`config.mk`:
```
export PLATFORM = sky130hd
export DESIGN_NAME = sca_ram
export DESIGN_NICKNAME = d
export VERILOG_FILES = /design/src/sca_ram.sv
export SDC_FILE = /design/constraint.sdc
export NUM_CORES = 1
export LEC_CHECK = 0
export BUFFER_PORTS_ARGS = -buffer_cell sky130_fd_sc_hd__buf_2
export CORE_AREA = 2 2 96 98
export CTS_BUF_LIST = sky130_fd_sc_hd__clkbuf_4 sky130_fd_sc_hd__clkbuf_8 sky130_fd_sc_hd__clkbuf_16
export CTS_CLUSTER_DIAMETER = 40
export CTS_CLUSTER_SIZE = 12
export DETAILED_ROUTE_END_ITERATION = 12
export DIE_AREA = 0 0 98 100
export PLACE_DENSITY = 0.82
export SLEW_MARGIN = 20
export SYNTH_ARGS = -nofsm -noshare
export SYNTH_HDL_FRONTEND = slang
export SYNTH_SLANG_ARGS = --single-unit
```
`constraint.sdc`:
```
create_clock -name clk -period 1.8 [get_ports clk]
set_input_delay 0.09 -clock clk [delete_from_list [all_inputs] [get_ports clk]]
set_output_delay 0.09 -clock clk [all_outputs]
set_load 0.05 [all_outputs]
```
`src/sca_ram.sv`:
```
// Generic single-write, single-read RAM with registered read data.
`timescale 1ns / 1ps
module sca_ram #(
	parameter int WIDTH = 8,
	parameter int DEPTH = 16
) (
	input  logic                     clk,
	input  logic                     we,
	input  logic [$clog2(DEPTH)-1:0] waddr,
	input  logic [WIDTH-1:0]         wdata,
	input  logic [$clog2(DEPTH)-1:0] raddr,
	output logic [WIDTH-1:0]         rdata
);

	logic [WIDTH-1:0] mem_q [DEPTH];

	// Write port
	always_ff @(posedge clk) begin
		if (we)
			mem_q[waddr] <= wdata;
	end

	// Registered read port
	always_ff @(posedge clk) begin
		rdata <= mem_q[raddr];
	end

endmodule

```
==> impl_metrics.tcl, run 1 <==
set metrics [dict create \
    status "finished clean" \
    route.detailed.drc 0 \
    synthFlopType "edfxtp_1" \
    path_clk_slew_ns 0.07 \
    synth-seq-area-share 0.778 \
    grtUsageMet2 0.359 \
    synth_nets 247 \
    clock-sinks 136 \
    drt_iter0_markers 296 \
    finalSetupViolCount 0 \
    rows 35 \
    ctsResizeCount 0 \
    via_per_inst 6.11 \
    netlist_area_um2 5150 \
    place_hpwl_um 6250 \
    critPathArrivalTime_ns 1.87 \
    grt_pass1_wl_um 16000 \
    max_freq_mhz 682 \
    async_flop_share 0 \
    wl_um 10300 \
    grt_util_met3 0.0662 \
    pre_cts_ws_ns 0.247 \
    core_um2 8890 \
    setup.worst_path.end_class "register" \
    cp.required_ns 2.20 \
    grt_overflow 0 \
    ios 26 \
    drive_gt1_frac 0.319 \
    timing.final.ws_setup_ns 0.335 \
    min_period_ns 1.47 \
    avgSynthCellArea_um2 22.5 \
    yosysMostFrequentCell "edfxtp_1" \
    synthTopCellsByCount "edfxtp_1 (128), mux4_2 (18), a22oi_1 (16)" \
    skew_ns 0.00901 \
    fin_tns_setup_ns 0 \
    gr-usage-met1 0.310 \
    hold_violations 0 \
    area_delta_synth_final_pct 20.1 \
    num_antenna_cells 0 \
    initial_utilization 0.579 \
    ff_latch_area_um2 4000 \
    min-delay-path-class "input pin to register" \
    vias 2554 \
    ys_ff_latch 136 \
    reg2reg_depth 3 \
    place.gp.congestion 0.771 \
    multi_input_comb_area_um2 1060 \
    cts-root-buf "clkbuf_8" \
    crit_path_end "rdata[5]" \
    min_period_over_period 0.814 \
    fin_nets 312 \
    r2r_setup_slack_ns 0.33 \
    maxCapViolations 0 \
    avgRoutedWirePerCell_um 24.6 \
    yosys.area.top_type "edfxtp_1" \
    rsz0062_at_grt "false" \
    path_cells "mux4_1, a22oi_1, nand2_1" \
    numCtsBuffers 17 \
    powerDensity_nw_per_um2 1190 \
    synth-edff-count 128 \
    fp.dieW_um 98 \
    ant_nets 0 \
    synth_top_area_frac 0.747 \
    grt_antenna_before_repair 0 \
    dr.pass1.iters 7 \
    post-place-cells 378 \
    ys_types 19 \
    grt-busiest-layer "met2" \
    regToRegStartpoint "mem_q[0][5]" \
    cts_buffer_depth 2 \
    synth_area_leaders "edfxtp_1 (75%), mux4_2 (7.9%), mux4_1 (7.1%)" \
    tightest_slew_ns 0.626 \
    grt_max_degree 26 \
    synth-warning-count 0 \
    fin_cells 418 \
    cts_tree "yes" \
    dieHeight_um 100 \
    slew_headroom 0.581 \
    cp-startpoint "mem_q[0][5]" \
    grt_usage 0.229 \
    synth_cells 229 \
    rr_endpoint "rdata[5]" \
    clkLatencyLatePin_ns 0.52 \
    crit_slowest_cell "mux4_1" \
    portBuffers 25 \
    crit_path_max_incr_delay_ns 0.54 \
    cp-start-kind "register" \
    peakVddDrop_v 0.000683 \
    grt_pass1_vias 2677 \
    critPathKind "register to register" \
    fillCellCount 510 \
    dieArea_um2 9800 \
    final_max_slew_viol_count 0 \
    leakage_uw 0.00214 \
    htreeDepth 4 \
    critPathMaxFanout 1 \
]
-- cell usage in the layout (no fill, tap or decap), drive strengths merged --
cell type / n
edfxtp: 128
buf: 48
mux4: 32
clkbuf: 17
a22oi: 16
nor2: 13
nand2: 9
dlygate4sd3: 8
dfxtp: 8
inv: 8
nor3: 4
clkinv: 3
nand3b: 2
nand2b: 2
clkinvlp: 2
bufinv: 2
nor2b: 1
and2: 1
and2b: 1
nand3: 1
or3b: 1
-- area by class of cell --
class	instances	area share
Tap cell	111	0.0225
Clock buffer	17	0.0670
Timing Repair Buffer	56	0.0652
Clock inverter	15	0.0265
Multi-Input combinational cell	83	0.171
Sequential cell	136	0.648
-- logic make-up after synthesis --
group	after synthesis	share of synthesized area
muxes	32	0.150
buffers and inverters	10	0.0168
and+or+nand+nor	35	0.0318
AOI/OAI and AO/OA	16	0.0233
DFF	136	0.778
-- worst max-delay path: cells and delay by family, from the launching register on --
kind             cells  cell delay (ns)
AO/OA/AOI/OAI        1             0.32
flip-flops           1             0.40
multiplexers         1             0.54
AND/OR/NAND/NOR      1             0.09
-- flip-flops by register name, summed over array words and instances (netlist names) --
signal / count
mem_q: 128
rdata: 8
-- through the flow --
step                      utilization  hold WS [ns]  instance area, µm²  total power [µW]
after floorplan                     -         0.189                5150              3880
after global routing            0.695         0.125                6180              7540
final                           0.695         0.146                6180              7350
after CTS                       0.695         0.118                6180              7390
after detailed placement        0.621         0.473                5520              4030
after global placement          0.621         0.457                5520              4010
-- routing by layer --
metal,routed length [µm],up-vias
met5,0,-
met4,176,0
met1,4110,1299
li1,-,1105
met2,5350,130
met3,657,20
-- worst min path at each step --
stage / startpoint / to / slack (ns) / cells past startpoint
global placement: wdata[3] / mem_q[7][3] / 0.46 / 1
global route: raddr[1] / rdata[1] / 0.12 / 4
detailed placement: wdata[7] / mem_q[1][7] / 0.47 / 1
floorplan: wdata[0] / mem_q[0][0] / 0.19 / 0
finish: raddr[1] / rdata[4] / 0.15 / 4
CTS: raddr[1] / rdata[1] / 0.12 / 4
-- power breakdown --
| group | total [µW] | internal (µW) | switching, µW | leakage [µW] |
|---|---|---|---|---|
| clock network | 3370 | 2000 | 1370 | 0.000282 |
| registers | 3560 | 3540 | 22.8 | 0.00122 |
| logic | 414 | 158 | 256 | 0.000634 |
| total | 7350 | 5700 | 1650 | 0.00214 |
-- repair_timing --
action	in CTS	in global routing
hold buffers	8	0
buffers inserted	0	0
hold endpoints to repair	128	0
Power figures use the tool's default switching activity.
==> run 2, diff against run 1 <==
clock period = 1.5 ns   (was 1.8 ns; I/O delays follow)
==> run 2 against run 1 <==
  * Setup slack got worse by 0.26 ns
  * Global-route usage rose by 0.78 points
  * Sequential power rose by 20%
  * Count of clock-buffer cells in the layout rose by 2
  * Clock power rose by 20%
  * Non-clock buffer count did not move
  * Fmax rose by 2.8%
  * Wire length rose by 2.6%
  * Via count fell by 0.27%
  * Combinational power rose by 22%
  * Cell count did not move
==> impl_metrics.tcl, run 2 (same netlist as run 1, synthesis figures left out) <==
set metrics [dict create \
    dieHeight_um 100 \
    dr.pass1.iters 4 \
    place_hpwl_um 6050 \
    multi_input_comb_area_um2 1060 \
    status "finished clean" \
    placed_area_um2 5540 \
    grt_overflow 0 \
    drive_gt1_frac 0.326 \
    leakage_uw 0.00215 \
    finalSetupViolCount 0 \
    path_clk_slew_ns 0.06 \
    holdWs_ns 0.120 \
    critPathKind "register to register" \
    cts_buffer_depth 2 \
    cp-start-kind "register" \
    max_freq_mhz 701 \
    drt_iter0_markers 238 \
    rsz0062_at_grt "false" \
    largest_register_ffs 128 \
    rows 35 \
    via_per_inst 6.09 \
    slew_headroom 0.481 \
    initial_utilization 0.579 \
    wl_um 10600 \
    fin_area_um2 6200 \
    setup.worst_path.end_class "register" \
    cts_tree "yes" \
    min-delay-path-class "input pin to register" \
    clock-sinks 136 \
    grt_pass1_wl_um 16000 \
    skew_ns 0.00575 \
    fillCellCount 527 \
    route.detailed.drc 0 \
    grt_pass1_vias 2628 \
    ff_latch_area_um2 4000 \
    gr-usage-met1 0.315 \
    maxCapViolations 0 \
    grt_usage 0.237 \
    utilization 0.698 \
    ios 26 \
    peakVddDrop_v 0.000760 \
    place.gp.congestion 0.830 \
    tightest_slew_ns 0.775 \
    clkLatencyLatePin_ns 0.51 \
    area_delta_synth_final_pct 20.5 \
    cts_setup_buffers 0 \
    critPathMaxFanout 1 \
    numCtsBuffers 17 \
    mostFrequentLayoutCell "edfxtp_1" \
    cts-root-buf "clkbuf_8" \
    grt_max_degree 23 \
    fin_nets 312 \
    hold_violations 0 \
    vias 2547 \
    core_um2 8890 \
    avgRoutedWirePerCell_um 25.3 \
    htreeDepth 4 \
    grt_antenna_before_repair 0 \
    grtUsageMet2 0.376 \
    cp.required_ns 1.90 \
    powerDensity_nw_per_um2 1420 \
    fp.dieW_um 98 \
    top_regs "mem_q: 128 flops, rdata: 8 flops" \
    dieArea_um2 9800 \
    fin_tns_setup_ns 0 \
    final_cell_mix "edfxtp_1 (128), buf_2 (25), buf_4 (20)" \
    top_register "mem_q" \
    grt_util_met3 0.0773 \
    critPathArrivalTime_ns 1.82 \
    ant_nets 0 \
    min_period_ns 1.43 \
    min_period_over_period 0.950 \
    portBuffers 25 \
    grt-busiest-layer "met2" \
    num_antenna_cells 0 \
    final_max_slew_viol_count 0 \
]
## run 2: cell types whose count changed in the layout (fill, tap and decap cells not counted)
cell / previous run / this run
clkinv_4: 0 / 2
inv_6: 6 / 4
inv_8: 2 / 0
nor3_1: 4 / 3
clkinv_1: 1 / 0
buf_4: 21 / 20
clkbuf_8: 1 / 3
clkinv_2: 2 / 3
nor3_2: 0 / 1
buf_12: 2 / 3
## run 2: path summary, 6_finish.rpt
path / from / endpoint / slack [ns] / depth (start not counted)
setup reg to reg: mem_q[1][0] / rdata[0] / 0.07 / 3
hold / removal: waddr[0] / mem_q[4][3] / 0.12 / 3
setup / recovery: mem_q[1][0] / rdata[0] / 0.07 / 3
hold reg to reg: mem_q[14][5] / rdata[5] / 0.68 / 3
## run 2: routing by layer
| layer | vias up | wire, µm |
|---|---|---|
| met1 | 1312 | 4250 |
| met5 | - | 0 |
| li1 | 1108 | - |
| met4 | 0 | 225 |
| met3 | 18 | 666 |
| met2 | 109 | 5420 |
## run 2: per-stage QoR
| stage | total power, µW | instances | setup WS (ns) |
|---|---|---|---|
| final | 8820 | 418 | 0.0744 |
| after global routing | 9070 | 418 | 0.0224 |
| after CTS | 8870 | 418 | 0.0575 |
| after detailed placement | 4840 | 378 | 0.0194 |
| after global placement | 4820 | 378 | 0.0331 |
| after floorplan | 4650 | 229 | 0.159 |
## run 2: repair_timing
action / in CTS / in global routing
endpoints found under the hold margin: 128 / 0
gates resized for setup: 0 / 0
hold buffers: 8 / 0
## run 2: power by group
| group | leakage, µW | total, µW | internal (µW) | switching [µW] |
|---|---|---|---|---|
| clock network | 0.000285 | 4040 | 2470 | 1570 |
| logic | 0.000640 | 507 | 194 | 313 |
| registers | 0.00122 | 4280 | 4250 | 28.6 |
## run 2: area by class of cell
class | count | share of cell area
repair buffers | 56 | 0.0669
flip-flops and latches | 136 | 0.645
clock inverters | 13 | 0.0230
well taps | 111 | 0.0224
multi-input cells | 83 | 0.171
clock buffers | 19 | 0.0712
## run 2: worst max-delay path, cell delays in order, from the launching register on
cell      delay (ns)
edfxtp_1        0.42
mux4_1          0.57
a22oi_1         0.23
nand2_1         0.08
