[src/sca_pkg.sv]
// Shared types, constants and size-class tables for the size-class block allocator.
`timescale 1ns / 1ps
package sca_pkg;

	// Field widths and fixed geometry
	localparam int ADDR_W          = 20;
	localparam int SIZE_W          = 13;
	localparam int CLASS_COUNT     = 16;
	localparam int CLASS_W         = 4;
	localparam int LINK_DEPTH      = 65536;
	localparam int LINK_IDX_W      = 16;
	localparam int BLOCK_LSB       = 4;
	localparam int LARGEST_BLOCK   = 4096;

	// Defaults for the top-level parameters
	localparam int DEF_CHUNK_BYTES = 16384;
	localparam int DEF_CHUNK_LIMIT = 64;

	// Request modes
	localparam logic MODE_ALLOC = 1'b0;
	localparam logic MODE_FREE  = 1'b1;

	typedef enum logic [1:0] {
		ST_DONE      = 2'd0,
		ST_IGNORED   = 2'd1,
		ST_TOO_LARGE = 2'd2,
		ST_NO_CHUNK  = 2'd3
	} status_t;

	typedef enum logic [2:0] {
		S_IDLE,
		S_DECIDE,
		S_POP_WAIT,
		S_CARVE,
		S_RESP
	} state_t;

	typedef struct packed {
		logic              mode;
		logic [SIZE_W-1:0] request_size;
		logic [ADDR_W-1:0] block_address;
	} req_t;

	typedef struct packed {
		logic [ADDR_W-1:0] granted_address;
		status_t           status;
	} resp_t;

	// One free-list link: valid flag over a pool byte address
	typedef struct packed {
		logic              valid;
		logic [ADDR_W-1:0] addr;
	} link_t;

	localparam int LINK_W = $bits(link_t);

	// Block size of each class
	function automatic logic [SIZE_W-1:0] class_bytes(input logic [CLASS_W-1:0] cls);
		logic [SIZE_W-1:0] b;
		case (cls)
			4'd0:    b = 13'd16;
			4'd1:    b = 13'd32;
			4'd2:    b = 13'd64;
			4'd3:    b = 13'd96;
			4'd4:    b = 13'd128;
			4'd5:    b = 13'd160;
			4'd6:    b = 13'd192;
			4'd7:    b = 13'd224;
			4'd8:    b = 13'd256;
			4'd9:    b = 13'd320;
			4'd10:   b = 13'd384;
			4'd11:   b = 13'd448;
			4'd12:   b = 13'd512;
			4'd13:   b = 13'd1024;
			4'd14:   b = 13'd2048;
			default: b = 13'd4096;
		endcase
		return b;
	endfunction

	// Smallest class whose block holds the size; oversize lands in the last class
	function automatic logic [CLASS_W-1:0] class_of(input logic [SIZE_W-1:0] size);
		logic [CLASS_W-1:0] c;
		c = CLASS_W'(CLASS_COUNT - 1);
		for (int i = CLASS_COUNT - 1; i >= 0; i--) begin
			if (size <= class_bytes(CLASS_W'(i)))
				c = CLASS_W'(i);
		end
		return c;
	endfunction

endpackage

[src/sca_step_unit.sv]
// Carve step: advance block address, count down chunk bytes, test for a next block.
`timescale 1ns / 1ps
module sca_step_unit #(
	parameter int REM_W = 15
) (
	input  logic [sca_pkg::ADDR_W-1:0] addr,
	input  logic [REM_W-1:0]           rem,
	input  logic [sca_pkg::SIZE_W-1:0] bsize,
	output logic [sca_pkg::ADDR_W-1:0] addr_next,
	output logic [REM_W-1:0]           rem_next,
	output logic                       more
);
	import sca_pkg::*;

	logic [REM_W-1:0] bsize_ext;

	// Widen block size to the remainder width
	assign bsize_ext = REM_W'(bsize);

	// Next block address wraps within the pool
	assign addr_next = addr + ADDR_W'(bsize);

	// Another block fits when the bytes left cover one more block
	assign more     = (rem >= bsize_ext);
	assign rem_next = rem - bsize_ext;

endmodule

[config.mk]
export PLATFORM = sky130hd
export DESIGN_NAME = sca_step_unit
export DESIGN_NICKNAME = d
export VERILOG_FILES = /design/src/sca_pkg.sv /design/src/sca_step_unit.sv
export SDC_FILE = /design/constraint.sdc
export NUM_CORES = 1
export LEC_CHECK = 0
export BUFFER_PORTS_ARGS = -buffer_cell sky130_fd_sc_hd__buf_4
export CAP_MARGIN = 5
export CORE_ASPECT_RATIO = 1.4
export CORE_MARGIN = 3
export CORE_UTILIZATION = 40
export DETAILED_ROUTE_END_ITERATION = 10
export PLACE_DENSITY = 0.73
export SLEW_MARGIN = 20
export SYNTH_ARGS = -nofsm -noshare
export SYNTH_HDL_FRONTEND = slang
export SYNTH_SLANG_ARGS = --single-unit
export TNS_END_PERCENT = 5
[constraint.sdc]
create_clock -name vclk -period 2.1
set_input_delay 0.105 -clock vclk [all_inputs]
set_output_delay 0.105 -clock vclk [all_outputs]
set_load 0.01 [all_outputs]
==> results of run 1 <==
## metrics by stage
step                      power, mW  instance area (um2)   TNS (ns)  instances
after floorplan              0.4558                 1549          0        216
after global placement       0.8021                 2270          0        346
after detailed placement     0.8098                 2270          0        346
after CTS                    0.8143                 2270          0        346
after global routing         0.8981                 2293  -0.002510        346
final                        0.8153                 2293          0        346
## metal layers
layer	share of wire (%)	track usage, %
met5	0	0
met4	0	1.587
met3	6.4	1.618
met2	52	36.80
met1	42	22.40
## power groups by stage
stage	combinational [mW]	clock, mW	sequential, mW
after CTS	0.814	0	0
after global placement	0.802	0	0
after global routing	0.898	0	0
final	0.815	0	0
after floorplan	0.456	0	0
after detailed placement	0.810	0	0
## critical path, cell delays in order
cell and delay (ns):
buf_4 0.12, ha_1 0.22, fa_1 0.42, a211oi_2 0.22, o21a_2 0.20, o21ba_1 0.19
nor3_1 0.09, xor2_1 0.16, buf_4 0.15
## placed cells by master (no fill, tap or decap), types with 2 or more instances in the layout
master    count
a211oi_1      3
a211oi_2      3
a21o_1        3
a21oi_1      18
a41oi_1       2
and4_1        2
buf_4        92
fa_1          2
ha_1         26
inv_1        17
nand2_1      15
nand2b_1      2
nand3_1       8
nand3b_1      3
nand4_1       4
nor2_1       11
nor2b_1       2
nor3_1        4
nor3b_1       2
o21a_1        3
o21ai_0       9
o21ai_1      10
o21bai_1      7
o31a_1        2
or2_2         3
xnor2_1      17
xor2_1       11
## cell families (layout without fill, tap and decap cells)
group,after synthesis,count (layout),share of synthesized area [%]
buffers and inverters,21,109,5.573
and+or+nand+nor,60,60,20.36
xor gates and xnor gates,28,28,15.83
AOI/OAI and AO/OA,78,78,34.01
adders and majority gates,28,28,23.59
muxes,1,1,0.6462
## cell type report
type / instances / area share, %
Multi-Input combinational cell: 195 / 64.81
Timing Repair Buffer: 92 / 30.11
Inverter: 17 / 2.782
Tap cell: 42 / 2.291
## how the worst min path moves through the flow
| stage | startpoint | end | slack [ns] | cells after the start |
|---|---|---|---|---|
| floorplan | addr[13] | addr_next[13] | 0.29 | 1 |
| global placement | addr[19] | addr_next[19] | 0.48 | 3 |
| detailed placement | addr[19] | addr_next[19] | 0.48 | 3 |
| CTS | addr[19] | addr_next[19] | 0.48 | 3 |
| global route | addr[19] | addr_next[19] | 0.50 | 3 |
| finish | addr[19] | addr_next[19] | 0.48 | 3 |
==> run metrics, run 1 <==
Ports=84; Clock power frac=0%; Placer Congestion=0.8637; Critical Path Sink=addr_next[16]; initial DRC count=38; Port Buf Inserts=84; drt first pass iters=4; crit path time final=1.978 ns; CP arrival=1.87 ns; Slew @ Worst Pin=0.3504 ns; Gate Count Post-Synth=216; crit path from=bsize[0]; Final Hold Violating Endpoints=0; share of post-route cells with drive strength above 1=35.20%; Setup violations, final=0; DRC violations left=0; Vias=1895; initial antenna violation count=0; syn avg cell area=7.171 um2; FFs & Latches=0; Worst Setup Start Kind=primary input; first-pass GRT wire length=7438 um; multi-input logic area=1486 um2; synth cell count leaders=ha_1, a21oi_1, inv_1, xnor2_1, nand2_1; Final WS setup=0.1221 ns; total gr overflow=0; core area=3676 um2; syn nets=292; Slew headroom=76.03%; Yosys top cell area share=21.00%; FMAX=505.6 MHz; Power Density=355.5 nW/um2; Synth area leader=ha_1; Area growth syn-to-layout=48.06%; status=finished clean; Internal Power=0.4206 mW; post-CTS sizing=0; row count=26; GRT Overall Usage=18.86%; cell with the most instances after synthesis=ha_1; Synth cell types=49; Logic pwr share=100.0%; Synth Cell Area=1549 um2; switch share=48.41%; Post-CTS Hold Fix Bufs=0; pins over their slew limit=0; Initial Util=42.14%; WHS=0.4822 ns; leakage=1.120 nW; worst min path class=in -> out; Worst EP required=2.00 ns; Die Wd=58.60 um; number of global-route vias before repair=1840; antenna cells=0; pre-CTS worst setup slack=0.03495 ns; Sw Pwr=0.3947 mW; placed wire-length estimate=4057 um; Setup Buffers After CTS=0; sequential-to-total area share from yosys stat=0%; period utilisation layout=94.19%; Die ar.=4666 um2; Die Span Y=79.63 um; drt total wl=4532 um; VDD IR max=0.1910 mV; synth top area cells=ha_1, xnor2_1, xor2_1; vias per cell=5.477; critical path class=in -> out; storage element area=0 um2; routed len/inst=13.10 um; largest net degree at the start of global routing=10; Nets=382; clock buffers=0; Max Cap Violations=0; CP Capture Type=output pin; # fillers=365; yosys warns=0; Flop pwr share=0%; DRT antenna net count=0; Finished Core Util=62.39%; maximum fanout along the worst path=4
Note: power is estimated with default switching activity, not from simulation.
==> run 2, diff against run 1 <==
--- a/config.mk
+++ b/config.mk
@@ -8,7 +8,7 @@
 export BUFFER_PORTS_ARGS = -buffer_cell sky130_fd_sc_hd__buf_4
 export CAP_MARGIN = 5
 export CORE_ASPECT_RATIO = 1.4
-export CORE_MARGIN = 3
+export CORE_MARGIN = 4
 export CORE_UTILIZATION = 40
 export DETAILED_ROUTE_END_ITERATION = 10
 export PLACE_DENSITY = 0.73
==> run 2 against run 1 <==
Compared with the run above: power is 0.31% lower; hold slack improved by 0.00055 ns; highest routed layer is now met4; wire length down 2.2%; combinational power hardly changed; non-clock buffer count is the same; utilization down 0.55 points.
==> run metrics, run 2 (synthesis gave the netlist of run 1 again) <==
status=finished clean; FFs & Latches=0 (unchanged); row count=26 (unchanged); Layout Cells excl Fill=346 (unchanged); Max Cap Violations=0 (unchanged); Die ar.=4946 um2 (+6.0%); Die Wd=60.60 um (+3.4%); Placer Congestion=0.8391 (-2.8%); Worst Setup Start Kind=primary input; Slew headroom=75.55% (-0.48 points); Final Hold Violating Endpoints=0 (unchanged); Port Buf Inserts=84 (unchanged); unrepaired setup endpoints after global routing=yes; pre-CTS worst setup slack=0.02507 ns (-0.009879 ns); number of global-route vias before repair=1798 (-2.3%); antenna cells=0 (unchanged); Post-CTS Hold Fix Bufs=0 (unchanged); commonest non-fill, non-tap cell in the layout=buf_4; placed wire-length estimate=3946 um (-2.8%); Final WS setup=0.09776 ns (-0.02429 ns); largest net degree at the start of global routing=10 (unchanged); Global Route met3 Usage=1.887% (+0.27 points); post-CTS sizing=0 (unchanged); WHS=0.4827 ns (+0.0005520 ns); DRC violations left=0 (unchanged); Initial Util=41.77% (-0.37 points); VDD IR max=0.2271 mV (+19%); initial DRC count=24 (-37%); initial antenna violation count=0 (unchanged); # fillers=374 (+2.5%); vias per cell=5.376 (-1.8%); Power Density=354.4 nW/um2 (-0.31%); storage element area=0 um2 (unchanged); share of post-route cells with drive strength above 1=35.20% (unchanged); Die Span Y=81.63 um (+2.5%); Ports=84 (unchanged); CP arrival=1.90 ns (+0.03 ns); core area=3709 um2 (+0.88%); Setup Buffers After CTS=0 (unchanged); drt first pass iters=4 (unchanged); most frequent cells in the layout=buf_4, ha_1, a21oi_1; leakage=1.120 nW (about the same); worst min path class=in -> out; Nets=382 (unchanged); CP Capture Type=output pin; total gr overflow=0 (unchanged); crit path time final=2.002 ns (+0.02429 ns); clock buffers=0 (unchanged); Slew @ Worst Pin=0.3575 ns (+0.007005 ns); GRT Overall Usage=17.64% (-1.2 points); maximum fanout along the worst path=4 (unchanged); met1 usage=21.65% (-0.75 points); busiest grt layer=met2; Setup violations, final=0 (unchanged); critical path class=in -> out; placed cell count=346 (unchanged); Critical Path Sink=addr_next[16]; period utilisation layout=95.34% (+1.2 points); GR Util met2=33.51% (-3.3 points); DRT antenna net count=0 (unchanged); first-pass GRT wire length=7286 um (-2.0%); FMAX=499.4 MHz (-1.2%); crit path from=bsize[0]; pins over their slew limit=0 (unchanged); drt total wl=4432 um (-2.2%); routed len/inst=12.81 um (-2.2%); Area growth syn-to-layout=48.06% (unchanged); Vias=1860 (-1.8%); Worst EP required=2.00 ns (about the same)
==> run 2: cell counts in the layout (fill, tap and decap cells not counted) <==
Identical to the previous run, type by type.
==> run 2: worst min path at each step <==
stage | start | to | slack [ns] | cells after the start
6_report | addr[19] | addr_next[19] | 0.48 | 3
5_1_grt | addr[19] | addr_next[19] | 0.49 | 3
4_1_cts | addr[19] | addr_next[19] | 0.48 | 3
3_5_place_dp | addr[19] | addr_next[19] | 0.48 | 3
3_3_place_gp | addr[19] | addr_next[19] | 0.48 | 3
2_1_floorplan | addr[13] | addr_next[13] | 0.29 | 1
==> run 2: layer usage <==
layer,part of all wire [%],up-vias
met5,0,-
met4,0.61,0
met3,9.2,4
met2,50,69
met1,40,801
li1,-,986
==> run 2: layout make-up <==
type	instances	area, um2	share of cell area, %
multi-input combinational	195	1486	64.81
timing repair buffer	92	690.7	30.11
inverter	17	63.81	2.782
tap	42	52.55	2.291
==> run 2: power breakdown <==
group	switching [mW]	internal (mW)
Combinational	0.393	0.420
Sequential	0	0
Clock	0	0
==> run 2: through the flow <==
step	area [um2]	utilization, %	power, mW	setup TNS [ns]
after floorplan	1549	-	0.4558	0
after global placement	2270	61.20	0.8012	0
after detailed placement	2270	61.20	0.8070	0
after CTS	2270	61.20	0.8119	0
after global routing	2293	61.84	0.8987	-0.05153
final	2293	61.84	0.8128	0
==> run 2: worst max-delay path: stages <==
cell and delay [ns]:
buf_4 0.12, ha_1 0.22, fa_1 0.42, a211oi_2 0.23
o21a_2 0.21, o21ba_1 0.20, nor3_1 0.08, xor2_1 0.16
buf_4 0.15
==> run 3, diff against run 2 <==
==> config.mk (replaced) <==
export PLATFORM = sky130hd
export DESIGN_NAME = sca_step_unit
export DESIGN_NICKNAME = d
export VERILOG_FILES = /design/src/sca_pkg.sv /design/src/sca_step_unit.sv
export SDC_FILE = /design/constraint.sdc
export NUM_CORES = 1
export LEC_CHECK = 0
export CAP_MARGIN = 5
export CORE_ASPECT_RATIO = 1.4
export CORE_MARGIN = 4
export CORE_UTILIZATION = 40
export DETAILED_ROUTE_END_ITERATION = 10
export DONT_BUFFER_PORTS = 1
export SLEW_MARGIN = 20
export SYNTH_ARGS = -nofsm -noshare
export SYNTH_HDL_FRONTEND = slang
export SYNTH_SLANG_ARGS = --single-unit
export TNS_END_PERCENT = 50
==> run 3 against run 2 <==
Compared with the run above: hold slack lost 0.19 ns; non-clock buffer count shrank 87; count of clock-buffer cells in the layout is the same; first-iteration DRC count grew 4.2%; critical endpoint is now rem_next[12]; wire length shrank 9.7%; utilization shrank 18 points; cell count shrank 25%.
==> run metrics, run 3 (synthesis gave the netlist of run 1 again) <==
initial DRC count=25 (+4.2%); Logic pwr share=100.0% (about the same); Flop pwr share=0% (unchanged); Slew headroom=73.52% (-2.0 points); WL met2=2008 um (-8.9%); number of global-route vias before repair=1597 (-11%); DRT antenna net count=0 (unchanged); first-pass GRT wire length=6548 um (-10%); largest net degree at the start of global routing=10 (unchanged); Die ar.=4946 um2 (unchanged); Final Hold Violating Endpoints=0 (unchanged); placed cell count=259 (-25%); antenna cells=0 (unchanged); Final WS setup=0.1945 ns (+0.09678 ns); clock buffers=0 (unchanged); commonest non-fill, non-tap cell in the layout=ha_1; Port Buf Inserts=0 (-100%); Layout Cells excl Fill=259 (-25%); post-CTS sizing=0 (unchanged); vias per cell=6.097 (+13%); Die Wd=60.60 um (unchanged); FMAX=524.8 MHz (+5.1%); Ports=84 (unchanged); Sw Pwr=0.3334 mW (-15%); storage element area=0 um2 (unchanged); Nets=295 (-23%); Worst Setup Start Kind=primary input; critical path class=in -> out; Clock power frac=0% (unchanged); crit path time final=1.905 ns (-0.09678 ns); Setup violations, final=0 (unchanged); Metal-1 WL=1656 um (-7.7%); Critical Path Sink=rem_next[12]; Max Cap Violations=0 (unchanged); share of post-route cells with drive strength above 1=8.295% (-27 points); VDD IR max=0.1997 mV (-12%); Internal Power=0.2237 mW (-47%); unrepaired setup endpoints after global routing=no; drt total wl=4004 um (-9.7%); CP arrival=1.80 ns (-0.10 ns); # fillers=407 (+8.8%); pins over their slew limit=0 (unchanged); drt first pass iters=4 (unchanged); Vias=1579 (-15%); Worst EP required=2.00 ns (about the same); leakage=0.7011 nW (-37%); Hold Crit Start=addr[19]; multi-input logic area=1476 um2 (-0.67%); Initial Util=41.77% (unchanged); row count=26 (unchanged); status=finished clean; period utilisation layout=90.74% (-4.6 points); core area=3709 um2 (unchanged); routed wl met3=332 um (-18%); FFs & Latches=0 (unchanged); Setup Buffers After CTS=0 (unchanged); switch share=59.84% (+11 points); most frequent cells in the layout=ha_1, a21oi_1, inv_1, xnor2_1, nand2_1; Slew @ Worst Pin=0.3921 ns (+0.03465 ns); worst min path class=in -> out; total gr overflow=0 (unchanged); placed wire-length estimate=3608 um (-8.6%); Power Density=341.7 nW/um2 (-3.6%); initial antenna violation count=0 (unchanged); GRT Overall Usage=15.85% (-1.8 points); maximum fanout along the worst path=3 (-1); DR top layer=met4; setup TNS=0 ns (unchanged); Post-CTS Hold Fix Bufs=0 (unchanged); DRC violations left=0 (unchanged); pre-CTS worst setup slack=0.07575 ns (+0.05068 ns); CP Capture Type=output pin; routed len/inst=15.46 um (+21%); Die Span Y=81.63 um (unchanged); Placer Congestion=0.8009 (-4.6%); crit path from=rem[0]; Area growth syn-to-layout=5.250%
[run 3: cell types whose count changed in the layout (fill, tap and decap cells not counted)]
cell     previous run  this run
buf_4              92         5
a31oi_1             0         1
a31oi_2             1         0
o21ai_1            10        11
o21ai_2             1         0
[run 3: power by group through the flow]
stage / Clock [mW] / Sequential (mW) / Combinational [mW]
finish: 0 / 0 / 0.557
global route: 0 / 0 / 0.623
CTS: 0 / 0 / 0.559
detailed placement: 0 / 0 / 0.556
global placement: 0 / 0 / 0.556
floorplan: 0 / 0 / 0.456
[run 3: final cells by class]
class / instances / area share, %
Inverter: 17 / 3.914
Tap cell: 42 / 3.223
Multi-Input combinational cell: 195 / 90.56
Timing Repair Buffer: 5 / 2.302
[run 3: per-layer routing]
layer / GRT usage, % / up-vias
met5: 0 / -
li1: - / 809
met3: 3.145 / 4
met2: 29.66 / 60
met1: 19.29 / 706
met4: 0.2169 / 0
[run 3: critical path, stage by stage]
cell      delay, ns
inv_1          0.03
ha_1           0.16
inv_1          0.05
fa_1           0.43
a211oi_2       0.25
o21ai_1        0.10
a31oi_1        0.27
o21ai_1        0.14
xor2_1         0.25
[run 3: how the worst min path moves through the flow]
stage / cells past startpoint / slack, ns / end
floorplan: 1 / 0.29 / addr_next[13]
global placement: 1 / 0.30 / addr_next[16]
CTS: 1 / 0.30 / addr_next[19]
finish: 1 / 0.29 / addr_next[19]
global route: 1 / 0.30 / addr_next[18]
detailed placement: 1 / 0.29 / addr_next[16]
[run 3: per-stage QoR]
stage	hold slack [ns]	cell area [um2]	power, mW	utilization, %
after floorplan	0.2901	1549	0.4558	-
after global placement	0.2968	1617	0.5563	43.59
after detailed placement	0.2946	1617	0.5555	43.59
after CTS	0.2959	1617	0.5591	43.59
after global routing	0.3014	1630	0.6230	43.96
final	0.2932	1630	0.5571	43.96
